File: config.mk
export PLATFORM = sky130hd
export DESIGN_NAME = char_lcd_nibble_expander_sequencer
export DESIGN_NICKNAME = d
export VERILOG_FILES = /design/src/rtl/core/lcdnx_pkg.sv /design/src/rtl/core/lcdnx_front.sv /design/src/rtl/core/lcdnx_queue.sv /design/src/rtl/core/lcdnx_back.sv /design/src/rtl/core/char_lcd_nibble_expander_sequencer.sv
export SDC_FILE = /design/constraint.sdc
export NUM_CORES = 1
export LEC_CHECK = 0
export BUFFER_PORTS_ARGS = -buffer_cell sky130_fd_sc_hd__buf_2
export CORE_MARGIN = 2
export CORE_UTILIZATION = 51
export DETAILED_ROUTE_END_ITERATION = 10
export GPL_TIMING_DRIVEN = 0
export HOLD_SLACK_MARGIN = 0.06
export PLACE_DENSITY = 0.76
export SLEW_MARGIN = 20
export SYNTH_ARGS = -nofsm -noshare
export SYNTH_HDL_FRONTEND = slang
export SYNTH_SLANG_ARGS = --single-unit
File: constraint.sdc
create_clock -name clk -period 2.5 [get_ports clk]
set_clock_uncertainty 0.15 [all_clocks]
set_input_delay 0.5 -clock clk [delete_from_list [all_inputs] [get_ports clk]]
set_output_delay 0.5 -clock clk [all_outputs]
set_load 0.05 [all_outputs]
File: src/rtl/core/lcdnx_pkg.sv
// Shared types and constants for the character LCD nibble expander sequencer.
// Holds the request and expander-write payloads, the queue entry and the op codes.
// No dependencies.
package lcdnx_pkg;

  typedef enum logic [3:0] {
    OP_CMD       = 4'd0,
    OP_DATA      = 4'd1,
    OP_DISPLAY   = 4'd2,
    OP_ENTRY     = 4'd3,
    OP_CLEAR     = 4'd4,
    OP_HOME      = 4'd5,
    OP_DDRAM     = 4'd6,
    OP_CURSOR    = 4'd7,
    OP_CGRAM     = 4'd8,
    OP_INIT      = 4'd9,
    OP_BACKLIGHT = 4'd10
  } op_t;

  typedef struct packed {
    logic [3:0] operation;
    logic [7:0] value;
    logic [7:0] row;
    logic       option_a;
    logic       option_b;
    logic       option_c;
  } req_t;

  typedef struct packed {
    logic [7:0]  expander_byte;
    logic [15:0] hold_us;
    logic        last;
  } wr_t;

  // One queued job: one or two controller bytes with RS and the backlight level
  typedef struct packed {
    logic [7:0] byte0;
    logic [7:0] byte1;
    logic       two_bytes;
    logic       rs;
    logic       backlight;
  } entry_t;

  localparam logic CFG_PULSE_HOLD   = 1'b0;
  localparam logic CFG_PROCESS_HOLD = 1'b1;

  localparam logic [15:0] PULSE_HOLD_RESET   = 16'd500;
  localparam logic [15:0] PROCESS_HOLD_RESET = 16'd4100;

  localparam int QUEUE_DEPTH = 2;

endpackage

File: src/rtl/core/lcdnx_front.sv
// Front end: accepts requests, works out controller bytes and RS, tracks backlight.
// Pushes one job per writing request into the job queue. Depends on lcdnx_pkg.
module lcdnx_front (
  input  logic                 clk,
  input  logic                 rst,
  input  logic                 req_valid,
  output logic                 req_ready,
  input  lcdnx_pkg::req_t      req,
  output logic                 push,
  output lcdnx_pkg::entry_t    push_entry,
  input  logic                 q_ready
);
  import lcdnx_pkg::*;

  logic       backlight_on;
  logic       backlight_on_next;
  logic       writes;
  logic [7:0] offset;
  logic [7:0] position;
  logic [2:0] slot;

  function automatic logic [7:0] ddram_cmd(input logic [7:0] pos);
    logic [7:0] p;
    p = (pos > 8'hE8) ? 8'h00 : pos;
    return 8'h80 | p;
  endfunction

  assign req_ready = q_ready;

  always_comb begin
    case (req.row)
      8'd1:    offset = 8'h40;
      8'd2:    offset = 8'h14;
      8'd3:    offset = 8'h54;
      default: offset = 8'h00;
    endcase
    position = offset + req.value;
    slot     = (req.value > 8'd7) ? 3'd0 : req.value[2:0];
  end

  always_comb begin
    backlight_on_next    = backlight_on;
    writes               = 1'b1;
    push_entry.byte0     = req.value;
    push_entry.byte1     = 8'h00;
    push_entry.two_bytes = 1'b0;
    push_entry.rs        = 1'b0;
    push_entry.backlight = backlight_on;
    case (op_t'(req.operation))
      OP_CMD:       push_entry.byte0 = req.value;
      OP_DATA:      push_entry.rs = 1'b1;
      OP_DISPLAY:   push_entry.byte0 = {5'b00001, req.option_a, req.option_b, req.option_c};
      OP_ENTRY:     push_entry.byte0 = {6'b000001, req.option_a, req.option_b};
      OP_CLEAR:     push_entry.byte0 = 8'h01;
      OP_HOME:      push_entry.byte0 = 8'h02;
      OP_DDRAM:     push_entry.byte0 = ddram_cmd(req.value);
      OP_CURSOR:    push_entry.byte0 = ddram_cmd(position);
      OP_CGRAM:     push_entry.byte0 = {2'b01, slot, 3'b000};
      OP_INIT: begin
        push_entry.byte0     = 8'h02;
        push_entry.byte1     = {4'b0010, req.option_a, req.option_b, 2'b00};
        push_entry.two_bytes = 1'b1;
      end
      OP_BACKLIGHT: begin
        backlight_on_next = req.option_a;
        writes            = 1'b0;
      end
      default:      writes = 1'b0;
    endcase
  end

  assign push = req_valid && q_ready && writes;

  always_ff @(posedge clk) begin
    if (rst) begin
      backlight_on <= 1'b0;
    end else if (req_valid && req_ready) begin
      backlight_on <= backlight_on_next;
    end
  end

endmodule

File: src/rtl/core/lcdnx_queue.sv
// Short job queue between front and back ends.
// Two entries of lcdnx_pkg::entry_t, registered pointers and fill count.
module lcdnx_queue (
  input  logic                 clk,
  input  logic                 rst,
  input  logic                 push,
  input  lcdnx_pkg::entry_t    push_entry,
  output logic                 q_ready,
  input  logic                 pop,
  output logic                 q_valid,
  output lcdnx_pkg::entry_t    q_entry
);
  import lcdnx_pkg::*;

  localparam int PTR_W = $clog2(QUEUE_DEPTH);

  entry_t           slots [QUEUE_DEPTH];
  logic [PTR_W-1:0] wptr;
  logic [PTR_W-1:0] rptr;
  logic [PTR_W:0]   count;

  assign q_ready = (count != QUEUE_DEPTH[PTR_W:0]);
  assign q_valid = (count != '0);
  assign q_entry = slots[rptr];

  always_ff @(posedge clk) begin
    if (rst) begin
      wptr  <= '0;
      rptr  <= '0;
      count <= '0;
    end else begin
      if (push) begin
        wptr <= (wptr == PTR_W'(QUEUE_DEPTH - 1)) ? '0 : wptr + 1'b1;
      end
      if (pop) begin
        rptr <= (rptr == PTR_W'(QUEUE_DEPTH - 1)) ? '0 : rptr + 1'b1;
      end
      if (push && !pop) begin
        count <= count + 1'b1;
      end else if (pop && !push) begin
        count <= count - 1'b1;
      end
    end
  end

  always_ff @(posedge clk) begin
    if (push) begin
      slots[wptr] <= push_entry;
    end
  end

endmodule

File: src/rtl/core/lcdnx_back.sv
// Back end: steps each job through its expander writes, one per cycle unless stalled.
// Holds the hold-time registers and the output register. Depends on lcdnx_pkg.
module lcdnx_back (
  input  logic                 clk,
  input  logic                 rst,
  input  logic                 q_valid,
  input  lcdnx_pkg::entry_t    q_entry,
  output logic                 pop,
  input  logic                 cfg_valid,
  input  logic                 cfg_index,
  input  logic [15:0]          cfg_data,
  output logic                 wr_valid,
  input  logic                 wr_ready,
  output lcdnx_pkg::wr_t       wr
);
  import lcdnx_pkg::*;

  logic [15:0] pulse_hold_us;
  logic [15:0] process_hold_us;
  entry_t      cur;
  logic        active;
  logic        byte_sel;
  logic        nib_sel;
  logic [1:0]  phase;
  logic        load;
  logic        fin;
  logic [7:0]  cur_byte;
  logic [3:0]  nibble;
  wr_t         wr_next;

  assign load = !wr_valid || wr_ready;
  assign fin  = (phase == 2'd2) && nib_sel && (byte_sel || !cur.two_bytes);
  // Take the next job when idle or as the current job's last write is registered
  assign pop  = q_valid && (!active || (load && fin));

  always_comb begin
    cur_byte              = byte_sel ? cur.byte1 : cur.byte0;
    nibble                = nib_sel ? cur_byte[3:0] : cur_byte[7:4];
    wr_next.expander_byte = {nibble, cur.backlight, (phase == 2'd1), 1'b0, cur.rs};
    wr_next.hold_us       = (phase == 2'd2) ? process_hold_us : pulse_hold_us;
    wr_next.last          = fin;
  end

  always_ff @(posedge clk) begin
    if (rst) begin
      pulse_hold_us   <= PULSE_HOLD_RESET;
      process_hold_us <= PROCESS_HOLD_RESET;
    end else if (cfg_valid) begin
      case (cfg_index)
        CFG_PULSE_HOLD:   pulse_hold_us   <= cfg_data;
        CFG_PROCESS_HOLD: process_hold_us <= cfg_data;
        default:          pulse_hold_us   <= pulse_hold_us;
      endcase
    end
  end

  always_ff @(posedge clk) begin
    if (rst) begin
      active   <= 1'b0;
      wr_valid <= 1'b0;
      byte_sel <= 1'b0;
      nib_sel  <= 1'b0;
      phase    <= 2'd0;
    end else begin
      if (load) begin
        wr_valid <= active;
      end
      if (pop) begin
        active   <= 1'b1;
        byte_sel <= 1'b0;
        nib_sel  <= 1'b0;
        phase    <= 2'd0;
      end else if (load && active) begin
        if (fin) begin
          active <= 1'b0;
        end else if (phase == 2'd2) begin
          phase   <= 2'd0;
          nib_sel <= !nib_sel;
          if (nib_sel) begin
            byte_sel <= 1'b1;
          end
        end else begin
          phase <= phase + 2'd1;
        end
      end
    end
  end

  always_ff @(posedge clk) begin
    if (pop) begin
      cur <= q_entry;
    end
    if (load && active) begin
      wr <= wr_next;
    end
  end

endmodule

File: src/rtl/core/char_lcd_nibble_expander_sequencer.sv
// Top level of the character LCD nibble expander sequencer.
// Connects lcdnx_front, lcdnx_queue and lcdnx_back. Depends on lcdnx_pkg.
//
// Takes one LCD operation per request and turns it into expander writes for an
// HD44780-type controller in 4-bit mode: each controller byte goes out high
// nibble first, each nibble as data, enable high, enable low, each write with
// its hold time in microseconds. A command makes 6 writes; init makes 12
// writes. The back-end write sequencer issues one expander write per cycle
// while the write channel is ready. A backlight request makes no writes and is
// accepted whenever the queue has room; unused codes are dropped. A two-entry
// job queue lets requests be accepted while earlier jobs still stream out.
// Write hold times only while no request is in flight.
module char_lcd_nibble_expander_sequencer (
  input  logic               clk,
  input  logic               rst,
  input  logic               req_valid,
  output logic               req_ready,
  input  lcdnx_pkg::req_t    req,
  output logic               wr_valid,
  input  logic               wr_ready,
  output lcdnx_pkg::wr_t     wr,
  input  logic               cfg_valid,
  output logic               cfg_ready,
  input  logic               cfg_index,
  input  logic [15:0]        cfg_data
);
  import lcdnx_pkg::*;

  logic   push;
  entry_t push_entry;
  logic   q_ready;
  logic   q_valid;
  entry_t q_entry;
  logic   pop;

  assign cfg_ready = 1'b1;

  lcdnx_front u_front (
    .clk        (clk),
    .rst        (rst),
    .req_valid  (req_valid),
    .req_ready  (req_ready),
    .req        (req),
    .push       (push),
    .push_entry (push_entry),
    .q_ready    (q_ready)
  );

  lcdnx_queue u_queue (
    .clk        (clk),
    .rst        (rst),
    .push       (push),
    .push_entry (push_entry),
    .q_ready    (q_ready),
    .pop        (pop),
    .q_valid    (q_valid),
    .q_entry    (q_entry)
  );

  lcdnx_back u_back (
    .clk       (clk),
    .rst       (rst),
    .q_valid   (q_valid),
    .q_entry   (q_entry),
    .pop       (pop),
    .cfg_valid (cfg_valid),
    .cfg_index (cfg_index),
    .cfg_data  (cfg_data),
    .wr_valid  (wr_valid),
    .wr_ready  (wr_ready),
    .wr        (wr)
  );

endmodule

---- Word-level counts from Yosys, hierarchy flattened ----
Memory sizes are Yosys's and may differ from the RTL's. A register that Yosys moved wholly into a read port is not among the register bits.
Cells that the tools add are included.
storage, ports and cells
  register bits ........................... 75
  bits in writable memories ............... 34
  logic and storage cells ................. 97
  memories ................................ 1
  output and inout port bits .............. 28
operators by class
  bitwise gates (word level) .............. 2
  magnitude comparators ................... 3
  $add $sub $neg .......................... 6
  eq/ne operators ......................... 16
  multiplexer cells ....................... 21
  reductions and logical operators ........ 33
memories
  memory         depth  width  rd ports  clocked after memory_dff  wr ports  RTL line           text
  u_queue.slots  2      17     1         1                         1         lcdnx_queue.sv:17  entry_t slots [QUEUE_DEPTH];
operators by type and width
  operator                                                                          count
  8-bit one-hot mux with 7 select lines                                             1
  7-bit two-way mux                                                                 3
  7-bit one-hot mux with 3 select lines                                             1
  4-bit by 3-bit equality test with 1-bit output (second input constant)            4
  8-bit by 2-bit equality test with 1-bit output (second input constant)            2
  8-bit greater-than comparator (second input constant)                             2
  16-bit two-way mux                                                                1
  4-bit equality test (second input constant)                                       3
  2-bit AND reduction                                                               5
  10-bit OR reduction                                                               1
  1-bit logical AND                                                                 9
  1-bit two-way mux                                                                 9
  7-bit by 8-bit adder with 8-bit output                                            1
  4-bit by 2-bit equality test with 1-bit output (second input constant)            2
  8-bit by 1-bit equality test with 1-bit output (second input constant)            1
  8-bit by 3-bit greater-than comparator with 1-bit output (second input constant)  1
  8-bit two-way mux                                                                 1
  2-bit nonzero test                                                                4
  1-bit logical NOT                                                                 6
  2-bit two-way mux                                                                 3
  2-bit by 1-bit adder with 2-bit output (second input constant)                    2
  4-bit by 1-bit equality test with 1-bit output (second input constant)            1
  4-bit logical NOT                                                                 1
  4-bit two-way mux                                                                 1
  other kinds (11)                                                                  16

---- Longest topological paths before layout ----
  depth in word-level cells ............... 9
  depth in mapped cells ................... 9

---- Cells and area by module ----
A second synthesis with hierarchy kept.
second synthesis, totals
  cells, all modules ...................... 489
  area, all modules ....................... 5487.8 µm²
modules (own cells, without submodules)
  module                              area an instance (µm²)  instances  cells an instance
  lcdnx_back                          3074.2                  1          281
  lcdnx_queue                         1579.0                  1          81
  lcdnx_front                         823.3                   1          125
  char_lcd_nibble_expander_sequencer  11.3                    1          2

---- Worst setup path after synthesis ----
OpenSTA, ideal clock, no wires.
  path kind ............................... in2reg
  from .................................... input port req[8] in the netlist's numbering
  to ...................................... memory u_queue.slots[0][15] in the netlist's numbering (data pin)
  data arrival time ....................... 2.180 ns
  path slack .............................. -0.122 ns
  path buffers ............................ 0
  stages .................................. 8
  cell sequence ........................... nor4_1 and3_1 ha_1 ha_1 xor2_1 a21oi_1 o41ai_4 o221ai_1
RTL lines
  what                RTL line                                  text
  start: declaration  char_lcd_nibble_expander_sequencer.sv:18  input lcdnx_pkg::req_t req,
  end: declaration    lcdnx_queue.sv:17

==> flow_summary.yaml <==
clocking:
  htree_levels: 3
  numCtsBuffers: 9
  clkTransAtPathRegs_ps: 110
  cts_buffer_depth: 2
  ctsHoldBuffers: 0
  cts_tree: "done"
  cts_root_buf: "clkbuf_8"
  clk_latency_ps: 370
  cts_num_sinks: 106
timing:
  slew_violations: 0
  worst_pin_slew_ps: 1040
  finalCritPeriodShare_pct: 98.5
  min_period_ps: 2460
  fin_hold_ws_ps: 195
  hold_violations: 0
  slew_headroom_pct: 30.8
  fmax_ghz: 0.406
  fin_setup_tns_ps: 0
  setup_viol: 0
  setup_ws_ps: 38.3
power:
  p_seq_share_pct: 51.7
  clkPwrFrac_pct: 23.2
  irDropWorstVdd_uv: 389
  p_switching_mw: 1.50
  power_density_mw_per_mm2: 837
  netSwitchingFraction_pct: 33.0
  power_mw: 4.54
  combPwrFrac_pct: 25.1
  p_leak_nw: 2.07
  p_int_mw: 3.04
die:
  die_y_um: 99.0
  row_count: 34
  coreArea_mm2: 0.00872
  io_pins: 73
  die_area_mm2: 0.00980
  initial_core_util_pct: 52.8
  fp.dieW_um: 99.0
cells_and_area:
  drive_gt1_share_pct: 24.1
  syn2layout_area_growth_pct: 17.8
  final_nets: 534
  layout_common_cells: "nand2_1 (77), buf_2 (74), edfxtp_1 (63)"
  antenna_cells: 0
  final_common_cell: "nand2_1"
  fin_area_mm2: 0.00542
  fillers: 694
job:
  drv_cap: 0
worst_setup_path:
  crit_family: "compound AO/OA/AOI/OAI gates"
  reg2reg_slack_ps: 330
  slowest_delay_ps: 370
  path_cells: "buf_2 -> nor4_4 -> and3_4 -> ha_4 -> ha_4 -> xor2_2 -> a21oi_2 -> o41ai_4 -> buf_4 -> o221ai_2"
  path_class: "input pin to register"
  startpoint_type: "input pin"
  critPathBufInv: 2
  crit_fanout: 3
  end_kind: "register"
  crit_arrival_ps: 2400
  crit_path_top_delay_cell: "o41ai_4"
  critPathRequiredTime_ps: 2440
  crit_top_cell: "ha_4"
grt:
  met3_usage_pct: 3.33
  grt_pass1_wl_um: 14400
  gr-max-usage-layer: "met2"
  use_met2_pct: 29.8
  track_usage_pct: 18.4
  use_met1_pct: 24.9
  grt_pass1_vias: 3028
  overflow: 0
  antenna_found_initial: 0
  grt_max_degree: 29
drt:
  vias: 3255
  drt-pass1-iter-count: 5
  drc: 0
  drt_iter0_drc: 179
  wire_per_inst_um: 14.9
  viasPerCell: 5.45
  drtAntennaViolNets: 0
  finalWirelength_um: 8880
placement:
  io_buffers: 69
  dpl_cell_area_mm2: 0.00517
  globalplace.congestion: 0.869
  pre_cts_slack_ps: -368
  dp_hpwl_um: 6310
synthesis:
  synth_edf_count: 63
  ys_warn_count: 0
  synth_area_mm2: 0.00460
  ys_types: 54
  ys_seq_elements: 106
  ys_seq_area_share_pct: 59.8
  postSynthAreaPerCell_um2: 11.5
  ys.flop_type: "edfxtp_1"
  syn_inst: 402
  synth_nets: 452
  ys_async_sr_fraction_pct: 0
outcome:
  status: "finished, final reports clean"
worst_hold_path:
  hold_class: "input pin to register"
metal layers:
layer / share of wire, % / up-vias
met1: 45 / 1538
met4: 1.6 / 0
met5: 0 / -
met2: 48 / 102
li1: - / 1599
met3: 5.0 / 16
power groups by stage:
stage | combinational, mW | clock, mW | sequential, mW
after floorplan | 0.504 | 0 | 2.70
after global placement | 1.10 | 0 | 2.38
after detailed placement | 1.12 | 0 | 2.39
after CTS | 1.14 | 1.07 | 2.35
after global routing | 1.23 | 1.15 | 2.38
final | 1.14 | 1.06 | 2.35
path summary, 6_finish.rpt:
path                         from                         end  cells after the start
setup / recovery           req[8]        u_queue.slots[0][14]                     10
hold / removal       cfg_data[12]  u_back.process_hold_us[12]                      3
setup reg to reg  u_back.phase[1]            u_queue.count[1]                      7
hold reg to reg     u_back.cur[1]               u_back.wr[17]                      0
cell families (layout without fill, tap and decap cells):
logic type | after synthesis | in the layout | synth area share, %
and+or+nand+nor | 145 | 145 | 15.7
xor gates and xnor gates | 6 | 6 | 1.14
other | 2 | 2 | 0.163
DFF | 106 | 106 | 59.8
muxes | 37 | 37 | 8.86
adders and majority gates | 5 | 5 | 1.36
AOI/OAI and AO/OA | 63 | 63 | 9.46
buffers and inverters | 38 | 125 | 3.56
worst min-delay path: cells and delay by family:
family	cells	cell delay (ps)
buffers and inverters	1	90
and+or+nand+nor	2	110
timing repair:
action,in CTS,in global routing
endpoints found under the hold margin,0,0
setup buffers,1,1
pin swaps,1,3
cloned,0,0
setup endpoints to repair,1,10
resized for setup,0,5
per-stage QoR:
stage          instances  util [%]
2_1_floorplan        402         -
5_1_grt              597      62.2
4_1_cts              596      61.7
3_3_place_gp         579      59.3
6_report             597      62.2
3_5_place_dp         579      59.3
flip-flops by register name, indices dropped and copies added, names as in the netlist:
name,cells
u_queue.slots,26
u_queue.wptr,1
u_front.backlight_on,1
u_back.phase,2
u_back.pulse_hold_us,16
u_back.process_hold_us,16
u_queue.rptr,1
u_back.active,1
u_back.cur,13
u_back.byte_sel,1
u_queue.count,2
u_back.wr,24
u_back.nib_sel,1
u_back.wr_valid,1
Yosys cell counts (2+ instances only):
cell	instances	area share (%)
nor4_1	4	0.54
edfxtp_1	63	41
nand2b_1	6	0.82
clkbuf_1	14	1.1
inv_1	13	1.1
nand2_1	77	6.3
or3_1	3	0.41
mux2_1	30	7.3
and2_1	3	0.41
xnor2_1	3	0.57
and3_1	4	0.54
nand4_1	2	0.27
nor2b_1	10	1.4
dfxtp_1	43	19
buf_4	4	0.65
nor2_1	10	0.82
o211ai_1	3	0.49
o221ai_1	5	0.95
o21ai_1	3	0.33
buf_2	5	0.54
a31oi_1	2	0.27
nand3b_1	11	1.8
a211oi_1	2	0.33
nor3_1	2	0.22
o21ai_0	3	0.33
inv_2	2	0.16
conb_1	2	0.16
xor2_1	3	0.57
a21oi_1	31	3.4
mux2i_1	7	1.5
ha_1	5	1.4
nand3_1	5	0.54
final cells by class:
type / count / area [µm²] / area share [%]
Clock buffer: 10 / 128 / 2.35
Inverter: 15 / 56.3 / 1.04
Timing Repair Buffer: 71 / 360 / 6.64
Buffer: 23 / 108 / 1.98
Tap cell: 108 / 135 / 2.49
Sequential cell: 106 / 2750 / 50.7
Multi-Input combinational cell: 258 / 1810 / 33.4
Clock inverter: 6 / 73.8 / 1.36
(Power assumes the default switching activity.)
